File: src/hw/rtl/assert_macros.svh
// ----------------------------------------------------------------------------
// assert_macros.svh
// Assertion helpers shared by the route origin validator RTL.
// ----------------------------------------------------------------------------
`ifndef ASSERT_MACROS_SVH
`define ASSERT_MACROS_SVH

`ifndef SYNTHESIS
// Clocked assertion, disabled while reset is asserted (active low).
`define ROV_ASSERT(lbl, clk, rst_n, prop, msg) \
    lbl: assert property (@(posedge clk) disable iff (!rst_n) prop) else $error(msg);
// Clocked assertion that is also checked during reset.
`define ROV_ASSERT_ALWAYS(lbl, clk, prop, msg) \
    lbl: assert property (@(posedge clk) prop) else $error(msg);
`else
`define ROV_ASSERT(lbl, clk, rst_n, prop, msg)
`define ROV_ASSERT_ALWAYS(lbl, clk, prop, msg)
`endif

`endif

File: src/hw/rtl/rov_pkg.sv
// ----------------------------------------------------------------------------
// rov_pkg
// Types and constants of the route origin validator.
// ----------------------------------------------------------------------------
package rov_pkg;

    typedef enum logic [1:0] {
        CMD_START  = 2'd0,
        CMD_PATH   = 2'd1,
        CMD_VRP    = 2'd2,
        CMD_FINISH = 2'd3
    } cmd_t;

    typedef enum logic [1:0] {
        PH_TYPE  = 2'd0,
        PH_COUNT = 2'd1,
        PH_ASN   = 2'd2
    } phase_t;

    localparam logic [7:0] SEG_SET             = 8'd1;
    localparam logic [7:0] SEG_SEQUENCE        = 8'd2;
    localparam logic [7:0] SEG_CONFED_SEQUENCE = 8'd3;
    localparam logic [7:0] SEG_CONFED_SET      = 8'd4;

    localparam logic [1:0] ASN_LAST_BYTE = 2'd3;

    localparam logic [1:0] VERDICT_NOT_FOUND = 2'd0;
    localparam logic [1:0] VERDICT_VALID     = 2'd1;
    localparam logic [1:0] VERDICT_REJECT    = 2'd2;

    typedef struct packed {
        logic        ok;
        logic [31:0] as_num;
    } origin_t;

    typedef struct packed {
        logic covered;
        logic match;
    } vrp_flags_t;

endpackage

File: src/hw/rtl/route_origin_validator_top.sv
// ----------------------------------------------------------------------------
// route_origin_validator_top
// Route origin validation of one route at a time over a stream channel.
// ----------------------------------------------------------------------------
// Usage:
//   The slave channel carries one command per transfer, kind in s_tuser:
//   start (loads the prefix length, clears per-route state), path byte
//   (one AS_PATH byte), VRP entry, finish. Only finish produces a result
//   transfer on the master channel: verdict, origin AS and origin flag.
//   Every command is registered, then applied to the route state; a finish
//   result is loaded into the result register, which drives m_tvalid. One
//   command per cycle is sustained while no finish waits; the loop that
//   sets this is the parser and VRP flag update, one byte or entry per cycle.
//   Path bytes and VRP entries keep flowing while a result waits; only a
//   finish that meets a full result register waits in the input register,
//   and s_tready falls once that register is held.
//   Reset (aresetn low, synchronous) empties both registers and returns
//   the route state to its cleared form.
// ----------------------------------------------------------------------------
`include "assert_macros.svh"

module route_origin_validator_top (
    input  logic        aclk,
    input  logic        aresetn,
    input  logic        s_tvalid,
    output logic        s_tready,
    // [7:0] prefix_len, [15:8] path_byte, [23:16] vrp_len,
    // [31:24] vrp_limit, [63:32] vrp_as, [64] list_present
    input  logic [71:0] s_tdata,
    // [1:0] cmd
    input  logic [1:0]  s_tuser,
    output logic        m_tvalid,
    input  logic        m_tready,
    // [1:0] verdict, [33:2] origin_as, [34] origin_found
    output logic [39:0] m_tdata
);

    logic          in_valid_reg;
    rov_pkg::cmd_t cmd_reg;
    logic [7:0]    prefix_len_reg;
    logic [7:0]    path_byte_reg;
    logic [7:0]    vrp_len_reg;
    logic [7:0]    vrp_limit_reg;
    logic [31:0]   vrp_as_reg;
    logic          list_present_reg;

    logic advance;
    logic slot_free;
    logic in_take;

    rov_pkg::origin_t    origin;
    rov_pkg::vrp_flags_t flags;

    assign advance  = in_valid_reg && ((cmd_reg != rov_pkg::CMD_FINISH) || slot_free);
    assign s_tready = !in_valid_reg || advance;
    assign in_take  = s_tvalid && s_tready;

    always_ff @(posedge aclk) begin
        if (!aresetn) begin
            in_valid_reg <= 1'b0;
        end else if (in_take) begin
            in_valid_reg <= 1'b1;
        end else if (advance) begin
            in_valid_reg <= 1'b0;
        end
    end

    always_ff @(posedge aclk) begin
        if (in_take) begin
            cmd_reg          <= rov_pkg::cmd_t'(s_tuser);
            prefix_len_reg   <= s_tdata[7:0];
            path_byte_reg    <= s_tdata[15:8];
            vrp_len_reg      <= s_tdata[23:16];
            vrp_limit_reg    <= s_tdata[31:24];
            vrp_as_reg       <= s_tdata[63:32];
            list_present_reg <= s_tdata[64];
        end
    end

    rov_path_parser u_parser (
        .aclk      (aclk),
        .aresetn   (aresetn),
        .clear     (advance && (cmd_reg == rov_pkg::CMD_START)),
        .byte_en   (advance && (cmd_reg == rov_pkg::CMD_PATH)),
        .path_byte (path_byte_reg),
        .origin    (origin)
    );

    rov_vrp_check u_vrp (
        .aclk        (aclk),
        .aresetn     (aresetn),
        .start       (advance && (cmd_reg == rov_pkg::CMD_START)),
        .prefix_len  (prefix_len_reg),
        .vrp_en      (advance && (cmd_reg == rov_pkg::CMD_VRP)),
        .vrp_len     (vrp_len_reg),
        .vrp_limit   (vrp_limit_reg),
        .vrp_as      (vrp_as_reg),
        .origin      (origin),
        .flags       (flags)
    );

    rov_result u_result (
        .aclk         (aclk),
        .aresetn      (aresetn),
        .load         (advance && (cmd_reg == rov_pkg::CMD_FINISH)),
        .list_present (list_present_reg),
        .origin       (origin),
        .flags        (flags),
        .slot_free    (slot_free),
        .m_tvalid     (m_tvalid),
        .m_tready     (m_tready),
        .m_tdata      (m_tdata)
    );

    `ROV_ASSERT(a_held_cmd_kept, aclk, aresetn,
        (in_valid_reg && !advance) |=> (in_valid_reg && $stable(cmd_reg)),
        "held command lost before it was applied")
    `ROV_ASSERT(a_valid_has_origin, aclk, aresetn,
        (m_tvalid && (m_tdata[1:0] == rov_pkg::VERDICT_VALID)) |-> m_tdata[34],
        "valid verdict without an origin")
    `ROV_ASSERT(a_no_origin_zero, aclk, aresetn,
        (m_tvalid && !m_tdata[34]) |-> (m_tdata[33:2] == 32'd0),
        "origin AS not zero while no origin found")

endmodule

File: src/hw/rtl/rov_path_parser.sv
// ----------------------------------------------------------------------------
// rov_path_parser
// AS_PATH byte parser; tracks the origin AS of the final non-empty segment when that is a sequence.
// ----------------------------------------------------------------------------
`include "assert_macros.svh"

module rov_path_parser (
    input  logic             aclk,
    input  logic             aresetn,
    input  logic             clear,
    input  logic             byte_en,
    input  logic [7:0]       path_byte,
    output rov_pkg::origin_t origin
);

    rov_pkg::phase_t phase_reg, phase_next;
    logic        seq_reg, seq_next;
    logic        type_bad_reg, type_bad_next;
    logic [7:0]  asns_left_reg, asns_left_next;
    logic [1:0]  byte_idx_reg, byte_idx_next;
    logic [31:0] acc_reg, acc_next;
    logic [31:0] last_origin_reg, last_origin_next;
    logic        origin_valid_reg, origin_valid_next;
    logic        path_bad_reg, path_bad_next;

    logic [31:0] acc_shift;
    logic [7:0]  asns_dec;
    logic        is_seq_type;

    always_ff @(posedge aclk) begin
        if (!aresetn) begin
            phase_reg        <= rov_pkg::PH_TYPE;
            seq_reg          <= 1'b0;
            type_bad_reg     <= 1'b0;
            asns_left_reg    <= 8'd0;
            byte_idx_reg     <= 2'd0;
            acc_reg          <= 32'd0;
            last_origin_reg  <= 32'd0;
            origin_valid_reg <= 1'b0;
            path_bad_reg     <= 1'b0;
        end else begin
            phase_reg        <= phase_next;
            seq_reg          <= seq_next;
            type_bad_reg     <= type_bad_next;
            asns_left_reg    <= asns_left_next;
            byte_idx_reg     <= byte_idx_next;
            acc_reg          <= acc_next;
            last_origin_reg  <= last_origin_next;
            origin_valid_reg <= origin_valid_next;
            path_bad_reg     <= path_bad_next;
        end
    end

    assign acc_shift   = {acc_reg[23:0], path_byte};
    assign asns_dec    = asns_left_reg - 8'd1;
    assign is_seq_type = (path_byte == rov_pkg::SEG_SEQUENCE) ||
                         (path_byte == rov_pkg::SEG_CONFED_SEQUENCE);

    always_comb begin
        phase_next        = phase_reg;
        seq_next          = seq_reg;
        type_bad_next     = type_bad_reg;
        asns_left_next    = asns_left_reg;
        byte_idx_next     = byte_idx_reg;
        acc_next          = acc_reg;
        last_origin_next  = last_origin_reg;
        origin_valid_next = origin_valid_reg;
        path_bad_next     = path_bad_reg;

        if (clear) begin
            phase_next        = rov_pkg::PH_TYPE;
            seq_next          = 1'b0;
            type_bad_next     = 1'b0;
            asns_left_next    = 8'd0;
            byte_idx_next     = 2'd0;
            acc_next          = 32'd0;
            last_origin_next  = 32'd0;
            origin_valid_next = 1'b0;
            path_bad_next     = 1'b0;
        end else if (byte_en && !path_bad_reg) begin
            unique case (phase_reg)
                rov_pkg::PH_COUNT: begin
                    if (path_byte == 8'd0) begin
                        // empty segment: skipped whatever its type
                        phase_next = rov_pkg::PH_TYPE;
                    end else if (type_bad_reg) begin
                        path_bad_next = 1'b1;
                        phase_next    = rov_pkg::PH_TYPE;
                    end else begin
                        asns_left_next = path_byte;
                        byte_idx_next  = 2'd0;
                        acc_next       = 32'd0;
                        if (!seq_reg) begin
                            origin_valid_next = 1'b0;
                        end
                        phase_next = rov_pkg::PH_ASN;
                    end
                end
                rov_pkg::PH_ASN: begin
                    acc_next = acc_shift;
                    if (byte_idx_reg == rov_pkg::ASN_LAST_BYTE) begin
                        byte_idx_next  = 2'd0;
                        asns_left_next = asns_dec;
                        if (asns_dec == 8'd0) begin
                            if (seq_reg) begin
                                last_origin_next  = acc_shift;
                                origin_valid_next = 1'b1;
                            end
                            phase_next = rov_pkg::PH_TYPE;
                        end
                    end else begin
                        byte_idx_next = byte_idx_reg + 2'd1;
                    end
                end
                default: begin
                    seq_next      = is_seq_type;
                    type_bad_next = !(is_seq_type ||
                                      (path_byte == rov_pkg::SEG_SET) ||
                                      (path_byte == rov_pkg::SEG_CONFED_SET));
                    phase_next    = rov_pkg::PH_COUNT;
                end
            endcase
        end
    end

    // origin only counts when no segment is half read
    assign origin.ok     = origin_valid_reg && !path_bad_reg &&
                           (phase_reg != rov_pkg::PH_COUNT) &&
                           (phase_reg != rov_pkg::PH_ASN);
    assign origin.as_num = last_origin_reg;

    `ROV_ASSERT(a_asn_count_live, aclk, aresetn,
        (phase_reg == rov_pkg::PH_ASN) |-> (asns_left_reg != 8'd0),
        "ASN phase with no ASNs left")
    `ROV_ASSERT(a_bad_path_parked, aclk, aresetn,
        path_bad_reg |-> (phase_reg == rov_pkg::PH_TYPE),
        "bad path left parser mid segment")
    `ROV_ASSERT(a_origin_from_asn, aclk, aresetn,
        $rose(origin_valid_reg) |-> $past(phase_reg == rov_pkg::PH_ASN),
        "origin set outside ASN phase")

endmodule

File: src/hw/rtl/rov_vrp_check.sv
// ----------------------------------------------------------------------------
// rov_vrp_check
// Per-route VRP coverage and match tracking.
// ----------------------------------------------------------------------------
module rov_vrp_check (
    input  logic                aclk,
    input  logic                aresetn,
    input  logic                start,
    input  logic [7:0]          prefix_len,
    input  logic                vrp_en,
    input  logic [7:0]          vrp_len,
    input  logic [7:0]          vrp_limit,
    input  logic [31:0]         vrp_as,
    input  rov_pkg::origin_t    origin,
    output rov_pkg::vrp_flags_t flags
);

    logic [7:0] route_len_reg;
    logic       covered_reg;
    logic       match_reg;
    logic       covers;
    logic       hit;

    assign covers = (vrp_len <= route_len_reg);
    assign hit    = covers && (route_len_reg <= vrp_limit) && origin.ok &&
                    (vrp_as == origin.as_num);

    always_ff @(posedge aclk) begin
        if (!aresetn) begin
            route_len_reg <= 8'd0;
            covered_reg   <= 1'b0;
            match_reg     <= 1'b0;
        end else if (start) begin
            route_len_reg <= prefix_len;
            covered_reg   <= 1'b0;
            match_reg     <= 1'b0;
        end else if (vrp_en) begin
            covered_reg <= covered_reg | covers;
            match_reg   <= match_reg | hit;
        end
    end

    assign flags.covered = covered_reg;
    assign flags.match   = match_reg;

endmodule

File: src/hw/rtl/rov_result.sv
// ----------------------------------------------------------------------------
// rov_result
// Verdict decision and result register of the output stream.
// ----------------------------------------------------------------------------
module rov_result (
    input  logic                aclk,
    input  logic                aresetn,
    input  logic                load,
    input  logic                list_present,
    input  rov_pkg::origin_t    origin,
    input  rov_pkg::vrp_flags_t flags,
    output logic                slot_free,
    output logic                m_tvalid,
    input  logic                m_tready,
    output logic [39:0]         m_tdata
);

    logic        valid_reg;
    logic [1:0]  verdict_reg, verdict_next;
    logic [31:0] as_reg;
    logic        found_reg;

    always_comb begin
        if (!list_present) begin
            verdict_next = rov_pkg::VERDICT_NOT_FOUND;
        end else if (!origin.ok) begin
            verdict_next = rov_pkg::VERDICT_REJECT;
        end else if (flags.match) begin
            verdict_next = rov_pkg::VERDICT_VALID;
        end else if (flags.covered) begin
            verdict_next = rov_pkg::VERDICT_REJECT;
        end else begin
            verdict_next = rov_pkg::VERDICT_NOT_FOUND;
        end
    end

    always_ff @(posedge aclk) begin
        if (!aresetn) begin
            valid_reg <= 1'b0;
        end else if (load) begin
            valid_reg <= 1'b1;
        end else if (m_tready) begin
            valid_reg <= 1'b0;
        end
    end

    always_ff @(posedge aclk) begin
        if (load) begin
            verdict_reg <= verdict_next;
            as_reg      <= origin.ok ? origin.as_num : 32'd0;
            found_reg   <= origin.ok;
        end
    end

    assign slot_free = !valid_reg || m_tready;
    assign m_tvalid  = valid_reg;
    assign m_tdata   = {5'd0, found_reg, as_reg, verdict_reg};

endmodule

File: config.mk
export PLATFORM = sky130hd
export DESIGN_NAME = route_origin_validator_top
export DESIGN_NICKNAME = d
export VERILOG_FILES = /design/src/hw/rtl/rov_pkg.sv /design/src/hw/rtl/route_origin_validator_top.sv /design/src/hw/rtl/rov_path_parser.sv /design/src/hw/rtl/rov_vrp_check.sv /design/src/hw/rtl/rov_result.sv
export VERILOG_INCLUDE_DIRS = /design/src /design/src/hw/rtl
export SDC_FILE = /design/constraint.sdc
export NUM_CORES = 1
export LEC_CHECK = 0
export ABC_AREA = 1
export BUFFER_PORTS_ARGS = -buffer_cell sky130_fd_sc_hd__buf_2
export CORE_ASPECT_RATIO = 0.5
export CORE_MARGIN = 5
export CORE_UTILIZATION = 50
export CTS_CLUSTER_DIAMETER = 50
export DETAILED_ROUTE_END_ITERATION = 8
export GPL_ROUTABILITY_DRIVEN = 0
export PLACE_DENSITY = 0.73
export RECOVER_POWER = 25
export SLEW_MARGIN = 20
export SYNTH_ARGS = -nofsm -noshare
export SYNTH_HDL_FRONTEND = slang
export SYNTH_HIERARCHICAL = 1
export SYNTH_SLANG_ARGS = --single-unit
File: constraint.sdc
create_clock -name aclk -period 5.7 [get_ports aclk]
set_input_delay 0.285 -clock aclk [delete_from_list [all_inputs] [get_ports aclk]]
set_output_delay 0.285 -clock aclk [all_outputs]
set_load 0.02 [all_outputs]
# ---- Word-level counts from Yosys, hierarchy flattened
# Index checks and enable logic that the tools add are counted.
dict set report word_totals {
  reg_bits 186
  memories 0
  mem_bits_rw 0
  mem_bits_ro 0
  output_inout_bits 42
  latch_bits 0
}
dict set report op_classes {
  eq_ne 20
  n_div 0
  add_sub_neg 2
  n_lt_le_gt_ge 2
  shift 0
  n_reduce_logical 39
  n_mul 0
  mux 30
  bitwise 5
}
# operator n
set op_table {}
lappend op_table {{two-way mux 24 bit} 2}
lappend op_table {{case mux 24 bit (2 select lines)} 1}
lappend op_table {{== test 32 bit} 1}
lappend op_table {{two-way mux 8 bit} 3}
lappend op_table {{two-way mux 2 bit} 10}
lappend op_table {{== test 8 x 2 -> 1 bit (second input constant)} 2}
lappend op_table {{less-or-equal comparator 8 bit} 2}
lappend op_table {{zero test 8 bit} 2}
lappend op_table {{case mux 8 bit (2 select lines)} 1}
lappend op_table {{logical AND 1 bit} 13}
lappend op_table {{two-way mux 1 bit} 10}
lappend op_table {{inequality test 2 bit (second input constant)} 5}
lappend op_table {{AND reduction 5 bit} 2}
lappend op_table {{== test 2 bit (second input constant)} 4}
lappend op_table {{== test 8 x 1 -> 1 bit (second input constant)} 1}
lappend op_table {{== test 8 x 3 -> 1 bit (second input constant)} 1}
lappend op_table {{inequality test 2 x 1 -> 1 bit (second input constant)} 4}
lappend op_table {{case mux 2 bit (2 select lines)} 2}
lappend op_table {{AND reduction 4 bit} 2}
lappend op_table {{AND reduction 8 bit} 1}
lappend op_table {{subtractor 8 x 1 -> 8 bit (second input constant)} 1}
lappend op_table {{logical OR 1 bit} 6}
lappend op_table {{nonzero test 2 bit} 3}
lappend op_table {{== test 2 x 1 -> 1 bit (second input constant)} 2}
lappend op_table {{9 further kinds} 17}

# ---- Depth between registers and ports, before layout
# Gate-level depths: netlist of run 1.
dict set report depth {
  word_depth 7
  mapped_depth 14
}

# ---- Hierarchy
# The synthesis of run 1 kept the hierarchy.
# module n_inst cells_each area_per_inst_um2 seq_area_each_um2
set modules_own_cells {}
lappend modules_own_cells {rov_path_parser 1 459 3343.2 1441.4}
lappend modules_own_cells {route_origin_validator_top 1 83 2107.0 2031.9}
lappend modules_own_cells {rov_result 1 122 1445.1 1071.0}
lappend modules_own_cells {rov_vrp_check 1 250 1353.8 200.2}

# ---- Worst setup path before layout of run 1
# Ideal clock, no wire load.
dict set report synth_path {
  path_type {reg-to-reg}
  startpoint {register cmd_reg[1]}
  endpoint {register cmd_reg[0] (enable)}
  synth_period_minus_slack_ps 4354
  arrival_time_ps 3840
  stages_incl_launch_ff 4
  t_required_ps 5186
  setup_slack_ps 1346
  setup_time_ps 514
  path_cell_list {edfxtp_1 -> nand2_1 -> inv_1 -> a21oi_1}
}
dict set report synth_via {
  elab_chain_len 5
}
# element line_no
set synth_rtl {}
lappend synth_rtl {{from (decl)} route_origin_validator_top.sv:39} ;# rov_pkg::cmd_t cmd_reg;
lappend synth_rtl {{from (signal assigned)} route_origin_validator_top.sv:70} ;# cmd_reg <= rov_pkg::cmd_t'(s_tuser);
lappend synth_rtl {{inequality test 2 bit} route_origin_validator_top.sv:54} ;# assign advance = in_valid_reg && ((cmd_reg != rov_pkg::CMD_FINISH) || slot_free);
lappend synth_rtl {{logical OR 1 bit} route_origin_validator_top.sv:54}
lappend synth_rtl {{logical AND 1 bit} route_origin_validator_top.sv:54}
lappend synth_rtl {{logical OR 1 bit} route_origin_validator_top.sv:55} ;# assign s_tready = !in_valid_reg || advance;
lappend synth_rtl {{logical AND 1 bit} route_origin_validator_top.sv:56} ;# assign in_take = s_tvalid && s_tready;
lappend synth_rtl {{via in_take} route_origin_validator_top.sv:49} ;# logic in_take;
# The timed path passes the listed nets, and every way through them passes these cells.
# A chain may end at the register's enable or synchronous reset.

# ---- Final worst setup path of run 1
dict set report layout_path {
  startpoint {register cmd_reg[1]}
  endpoint {register u_parser.acc_reg[15]}
}
dict set report layout_via {
  elab_chain_len 6
  elab_cells_between_ends 10
}
# element line_no
set layout_rtl {}
lappend layout_rtl {{inequality test 2 bit} route_origin_validator_top.sv:54}
lappend layout_rtl {{logical OR 1 bit} route_origin_validator_top.sv:54}
lappend layout_rtl {{logical AND 1 bit} route_origin_validator_top.sv:54}
lappend layout_rtl {{logical AND 1 bit} route_origin_validator_top.sv:84} ;# .byte_en (advance && (cmd_reg == rov_pkg::CMD_PATH)),
lappend layout_rtl {{logical AND 1 bit} rov_path_parser.sv:80} ;# end else if (byte_en && !path_bad_reg) begin
lappend layout_rtl {{AND reduction 4 bit (no line)} n/a}
lappend layout_rtl {{to (signal assigned)} rov_path_parser.sv:47} ;# acc_reg <= acc_next;
lappend layout_rtl {{to (decl)} rov_path_parser.sv:21} ;# logic [31:0] acc_reg, acc_next;
# Several ways; a longest one is shown, not always the timed one.

==> run metrics, run 1 <==
outcome=finished, final reports clean; final critical-path required period=around 2.8 ns; Rel. slew slack=between 30% and 40%; htree depth=4; first-pass GRT wire length=just under 30 mm; WL final=around 18 mm; final hold violation count=0; die width=approximately 190 µm; Reg2Reg Capture Point=u_parser/acc_reg[15]; I/O Pins=120; PwrDens=around 300 nW/µm²; post-synth top area cell=edfxtp_1; area of the core=roughly 16,000 µm²; Worst Hold Class=in2reg; max-cap violations=0; share of cells above drive strength 1=about 15%; sum of negative setup slack=0 ns; Root Driver=clkbuf_16; fin nets=1,111; vias in the first global route=6,031; Vias/cell=4.984; Synth Warn #=6; RR Startpoint=cmd_reg[1]; Data required, critical path=around 6 ns; Seq/Total Area, Yosys=57.52%; top post-synthesis cells by count=nand2_1, inv_1, nor2_1, edfxtp_1, dfxtp_1; largest net degree at the start of global routing=53; hold path startpoint=s_tdata[51]; Hold Path Depth=1; CP Launch Type=flop; Least-Margin Pin Slew=0.9336 ns; most common cell in the netlist=nand2_1; fin crit share=a little under 50%; via count=around 6,200; Synth area leaders=edfxtp_1, dfxtp_1, nand2_1; Port-buffer cells=between 100 and 150; final setup fails=0; Die Y=~100 µm; unrepaired setup endpoints after global routing=no; Hold Path End=vrp_as_reg[19]; initial drt markers=396; Max Clk Rate=~350 MHz; WL/cell=~14 µm; Distinct cells, synth=34; diode count=0; Inserted Clock Buffers=17; EDFF count, synth=about 100; clock latency on the worst-skew pair=0.43 ns; Reg2Reg Setup Slack=about 2.9 ns; share of Yosys cell area claimed by the top area cell type=roughly 37%; clock sink total=between 150 and 200; remaining global-route overflow=0; Leak=~4.2 nW; TritonCTS clock tree=yes; #FFs+latches synth=around 190; First-pass DRT Iterations=5; Die Footprint=roughly 19,000 µm²; post-CTS sizing=0; hold_ws=~0.023 ns; Detail Route Antenna Nets=0; main flop type after synthesis=edfxtp_1; syn avg cell area=between 9 and 10 µm²; Arr. time, crit path=a little over 3 ns; final slew viol count=0; Setup CP Type=reg2reg; Layout Skew=roughly 0.012 ns; crit path max fanout=52; cell row count=33; DRC Markers=0; post-synthesis instance total=around 900; type of element capturing the critical path=flop; antenna violations before repair=0; mapped cell area=about 8200 µm²; DP HPWL=around 12 mm; layout overhead on the synthesized area=15.17%; Max clock buf depth=2; FF-to-FF path depth=6; # fillers=between 1,000 and 1,500; GR Util All Layers=a little under a fifth; VDD IR max=approximately 0.21 mV; Initial Utilization=about half; async set-reset flop share out of synthesis=0%; clock-pin slew on the worst setup and hold paths=approximately 0.08 ns
## where the power goes
| part | switching (W) | internal, W |
|---|---|---|
| clock network | 0.000552 | 0.000622 |
| registers | 0.0000169 | 0.00145 |
| logic | 0.0000928 | 0.0000528 |
## worst max-delay path by stage
stage                     startpoint              endpoint  slack (ns)
after global routing      cmd_reg[0]  u_parser/acc_reg[15]        2.57
after CTS                 cmd_reg[1]  u_parser/acc_reg[15]        2.90
final                     cmd_reg[1]  u_parser/acc_reg[15]        2.87
after global placement    cmd_reg[1]  u_parser/acc_reg[15]        2.96
after detailed placement  cmd_reg[0]  u_parser/acc_reg[15]        2.91
after floorplan           cmd_reg[1]            cmd_reg[0]        1.35
## per-stage QoR
stage	std cells	utilization [%]	area (µm²)	setup slack, ns	power [W]
CTS	1249	58.28	9480	2.896	0.002808
global placement	1217	54.72	8902	2.957	0.001631
finish	1252	58.40	9500	2.870	0.002784
global route	1252	58.40	9500	2.570	0.002892
detailed placement	1217	54.72	8902	2.912	0.001637
floorplan	918	-	8264	1.346	0.001584
## logic make-up (layout without fill, tap and decap cells)
family / count (synthesis) / after routing / share of synthesized area (%)
buf+inv: 207 / 314 / 10.66
compound gates: 116 / 116 / 7.963
xor+xnor: 11 / 11 / 1.168
fa+ha+maj: 21 / 21 / 3.185
simple gates: 372 / 372 / 19.46
other cells: 1 / 5 / 0.04546
flops: 186 / 186 / 57.52
## critical path, cell delays in order, from the launching register on
cell,delay [ns]
edfxtp_1,0.42
nor3_1,0.53
nand2_1,0.27
nor2_1,0.19
nand3_2,0.73
a21oi_1,0.45
a211oi_1,0.08
## layer usage
metal  wire, µm  vias to the layer above  track usage (%)
met1       8555                     2945            26.40
met3       1092                        6            4.775
met4         78                        0            4.468
li1           -                     3130                -
met5          0                        -                0
met2       8406                      159            30.84
## placed cells by master, fill, tap and decap left out, types with 6 or more instances in the layout
master | Yosys | routed
nand2_1 | 174 | 175
o21ai_0 | 26 | 26
dfxtp_1 | 84 | 84
a211oi_1 | 26 | 26
inv_6 | 0 | 6
nand4_1 | 38 | 38
buf_2 | 13 | 93
ha_1 | 21 | 21
a21oi_1 | 57 | 56
edfxtp_1 | 102 | 102
nor2_1 | 125 | 123
clkbuf_16 | 0 | 17
clkbuf_1 | 11 | 15
nand3_1 | 14 | 14
inv_1 | 159 | 159
xnor2_1 | 8 | 8
buf_4 | 11 | 7
## cell type report
type	instances	area, µm²	share of cell area (%)
Clock buffer	18	429.2	4.517
Clock inverter	14	148.9	1.567
Inverter	165	619.3	6.519
Multi-Input combinational cell	525	2664	28.04
Sequential cell	186	4745	49.94
Tap cell	227	284.0	2.990
Timing Repair Buffer	117	610.6	6.427
## repair_timing
action	CTS	global route
endpoints found under the hold margin	0	2
hold buffers	0	2
buffers inserted	0	0
Power figures use the tool's default switching activity.
==> inputs of run 2 (changes only) <==
--- a/config.mk
+++ b/config.mk
@@ -6,7 +6,7 @@
 export SDC_FILE = /design/constraint.sdc
 export NUM_CORES = 1
 export LEC_CHECK = 0
-export ABC_AREA = 1
+export ABC_AREA = 0
 export BUFFER_PORTS_ARGS = -buffer_cell sky130_fd_sc_hd__buf_2
 export CORE_ASPECT_RATIO = 0.5
 export CORE_MARGIN = 5
@@ -14,7 +14,7 @@
 export CTS_CLUSTER_DIAMETER = 50
 export DETAILED_ROUTE_END_ITERATION = 8
 export GPL_ROUTABILITY_DRIVEN = 0
-export PLACE_DENSITY = 0.73
+export PLACE_DENSITY = 0.76
 export RECOVER_POWER = 25
 export SLEW_MARGIN = 20
 export SYNTH_ARGS = -nofsm -noshare
==> constraint.sdc (replaced) <==
create_clock -name aclk -period 2.6 [get_ports aclk]
set_input_delay 0.13 -clock aclk [delete_from_list [all_inputs] [get_ports aclk]]
set_output_delay 0.13 -clock aclk [all_outputs]
set_load 0.02 [all_outputs]
==> run 2 against run 1 <==
Against the previous run: combinational power increased by 120%; synthesized area decreased by 6.6%; flip-flop and latch count unchanged; count of clock-buffer cells in the layout unchanged; clock power increased by 110%; non-clock buffer count increased by 73; setup slack got worse by 2.6 ns; total power increased by 110%; sequential power increased by 120%; critical path depth increased by 1; sequential share of layout area decreased by 0.83 points.
==> run metrics, run 2 <==
area of the core=15,250 µm² (was 16,270 µm²); met3 GRT Util=4.057% (was 4.775%); Max Clk Rate=426.0 MHz (was 353.4 MHz); async set-reset flop share out of synthesis=0% (unchanged); Crit-path slowest cell=o21a_2 (was nand3_2); CP most frequent cell=inv_1; cell row count=32 (was 33); post-synth top area cell=edfxtp_1 (unchanged); GR Util All Layers=18.81% (was 19.14%); fin nets=946 (was 1,111); Synth Warn #=6 (unchanged); layout overhead on the synthesized area=25.42% (was 15.17%); post-CTS sizing=0 (unchanged); antenna violations before repair=0 (unchanged); EDFF count, synth=102 (unchanged); Die Footprint=18,140 µm² (was 19,320 µm²); Seq/Total Area, Yosys=61.59% (was 57.52%); Synth area leaders=edfxtp_1, dfxtp_1, a21oi_1 (was edfxtp_1, dfxtp_1, nand2_1); die width=185.5 µm (was 191.7 µm); Vias/cell=5.267 (was 4.984); max-cap violations=0 (unchanged); First-pass DRT Iterations=5 (unchanged); Worst Hold Class=in2reg (unchanged); fin util=63.34% (was 58.40%); Max clock buf depth=2 (unchanged); Leak=3.618 nW (was 4.195 nW); Hold Buf Count CTS=68 (was 0); WL/cell=15.92 µm (was 14.48 µm); post-synthesis instance total=675 (was 914); final setup fails=0 (unchanged); Data required, critical path=2.95 ns (was 5.98 ns); PwrDens=614.3 nW/µm² (was 293.1 nW/µm²); clock sink total=186 (unchanged); final slew viol count=0 (unchanged); htree depth=4 (unchanged); type of element capturing the critical path=flop (unchanged); Setup CP Type=reg2reg (unchanged); VDD IR max=0.4726 mV (was 0.2130 mV); outcome=finished, final reports clean (unchanged); fin crit share=90.29% (was 49.65%); TritonCTS clock tree=yes (unchanged); final hold violation count=0 (unchanged); Detail Route Antenna Nets=0 (unchanged); Rel. slew slack=40.19% (was 37.69%); diode count=0 (unchanged); #FFs+latches synth=186 (unchanged); clock latency on the worst-skew pair=0.42 ns (was 0.43 ns); CP max stage delay=0.49 ns (was 0.73 ns); Layout Skew=0.01049 ns (was 0.01198 ns); clock-pin slew on the worst setup and hold paths=0.07 ns (was 0.08 ns); largest net degree at the start of global routing=68 (was 53); hold path startpoint=aresetn (was s_tdata[51]); unrepaired setup endpoints after global routing=no (unchanged); vias in the first global route=5,667 (was 6,031); share of Yosys cell area claimed by the top area cell type=39.76% (was 37.13%); DP HPWL=10.80 mm (was 12.41 mm); Initial Utilization=50.50% (was 50.71%); syn avg cell area=11.41 µm² (was 9.025 µm²); Inserted Clock Buffers=17 (unchanged); first-pass GRT wire length=27.39 mm (was 29.29 mm); CP Launch Type=flop (unchanged); commonest non-fill, non-tap cells in the layout=edfxtp_1, nand2_1, buf_2, dfxtp_1, a21oi_1 (was nand2_1, inv_1, nor2_1, edfxtp_1, buf_2); Root Driver=clkbuf_16 (unchanged); top post-synthesis cells by count=edfxtp_1, nand2_1, dfxtp_1, a21oi_1, and2_1 (was nand2_1, inv_1, nor2_1, edfxtp_1, dfxtp_1); Port-buffer cells=107 (unchanged); GR Util met2=32.63% (was 30.84%); share of cells above drive strength 1=18.72% (was 15.22%); most common cell in the netlist=edfxtp_1 (was nand2_1); Die Y=97.77 µm (was 100.8 µm); WL final=16.94 mm (was 18.13 mm); gr busiest metal=met2 (unchanged); Arr. time, crit path=2.70 ns (was 3.11 ns); Critical path origin=u_parser/phase_reg[0] (was cmd_reg[1]); remaining global-route overflow=0 (unchanged); most common cell after layout, fill and taps aside=edfxtp_1 (was nand2_1); CP cell instances=inv_1 > ha_1 > inv_1 > nor2_1 > o21a_2 > nand3_1 > a21oi_1 (was nor3_1 > nand2_1 > nor2_1 > nand3_2 > a21oi_1 > a211oi_1); Placed Area=8454 µm² (was 8902 µm²); Distinct cells, synth=60 (was 34); post-CTS setup buffer count=0 (unchanged); mapped cell area=7704 µm² (was 8249 µm²); RR Startpoint=u_parser/phase_reg[0] (was cmd_reg[1]); Least-Margin Pin Slew=0.8953 ns (was 0.9336 ns); met1 usage=24.22% (was 26.40%); Finished Cell Area=9662 µm² (was 9500 µm²); I/O Pins=120 (unchanged); main flop type after synthesis=edfxtp_1 (unchanged); via count=5,604 (was 6,240); final critical-path required period=2.348 ns (was 2.830 ns); DRC Markers=0 (unchanged); initial drt markers=336 (was 396); crit path max fanout=25 (was 52); sum of negative setup slack=0 ns (unchanged); # fillers=1,169 (was 1,396)
==> run 2: changes by cell type in the layout (fill, tap and decap cells not counted), moves of 23 or more <==
cell	change
dlygate4sd3_1	+66
nand2_1	-79
xor2_1	+23
and2_1	+32
nand4_1	-29
nor2_1	-110
a211oi_1	-26
inv_1	-132
==> run 2: worst max-delay path, delay by kind of cell, from the launching register on <==
| kind | cells | cell delay, ns |
|---|---|---|
| AO/OA/AOI/OAI | 2 | 0.66 |
| adder cells (fa/ha/maj) | 1 | 0.38 |
| buffers and inverters | 2 | 0.37 |
| flip-flops | 1 | 0.33 |
| AND/OR/NAND/NOR | 2 | 0.53 |
==> run 2: cell families after synthesis <==
logic type / Yosys count / synth area share (%)
and+or+nand+nor: 241 / 16.76
adders and majority gates: 21 / 3.411
other: 1 / 0.04868
AOI/OAI and AO/OA: 113 / 8.657
muxes: 9 / 1.169
DFF: 186 / 61.59
buffers and inverters: 68 / 4.271
xor gates and xnor gates: 36 / 4.093
==> run 2: layout make-up <==
class | instances | area, µm² | share of cell area (%)
multi-input cells | 425 | 2668 | 27.61
inverters | 27 | 101.3 | 1.049
flip-flops and latches | 186 | 4745 | 49.11
repair buffers | 190 | 1344 | 13.91
well taps | 204 | 255.2 | 2.642
clock buffers | 18 | 439.2 | 4.545
clock inverters | 14 | 110.1 | 1.140
==> run 2: power breakdown <==
| group | internal, W | switching [W] |
|---|---|---|
| clock network | 0.00127 | 0.00113 |
| registers | 0.00317 | 0.0000416 |
| logic | 0.000166 | 0.000161 |
==> run 2: path summary, 6_finish.rpt <==
| kind | end | slack, ns | depth (start not counted) |
|---|---|---|---|
| worst max-delay path | u_parser/acc_reg[12] | 0.25 | 7 |
| worst min-delay path | u_vrp/route_len_reg[7] | 0.08 | 2 |
| worst max register to register | u_parser/acc_reg[12] | 0.25 | 7 |
| worst min register to register | u_parser/acc_reg[21] | 0.46 | 2 |
==> run 2: metal layers <==
metal	wire length (µm)	up-vias
li1	-	2702
met1	7400	2697
met2	8272	191
met3	1108	14
met4	155	0
met5	0	-
==> run 2: per-stage QoR <==
stage	hold slack [ns]	total power, W	cells	worst slack (ns)
6_report	0.08298	0.005935	1064	0.2525
5_1_grt	0.09782	0.006141	1064	0.05002
4_1_cts	0.06852	0.005980	1064	0.2885
3_5_place_dp	0.3081	0.003520	964	0.2988
3_3_place_gp	0.3068	0.003512	964	0.3535
2_1_floorplan	0.2289	0.003407	679	0.1307
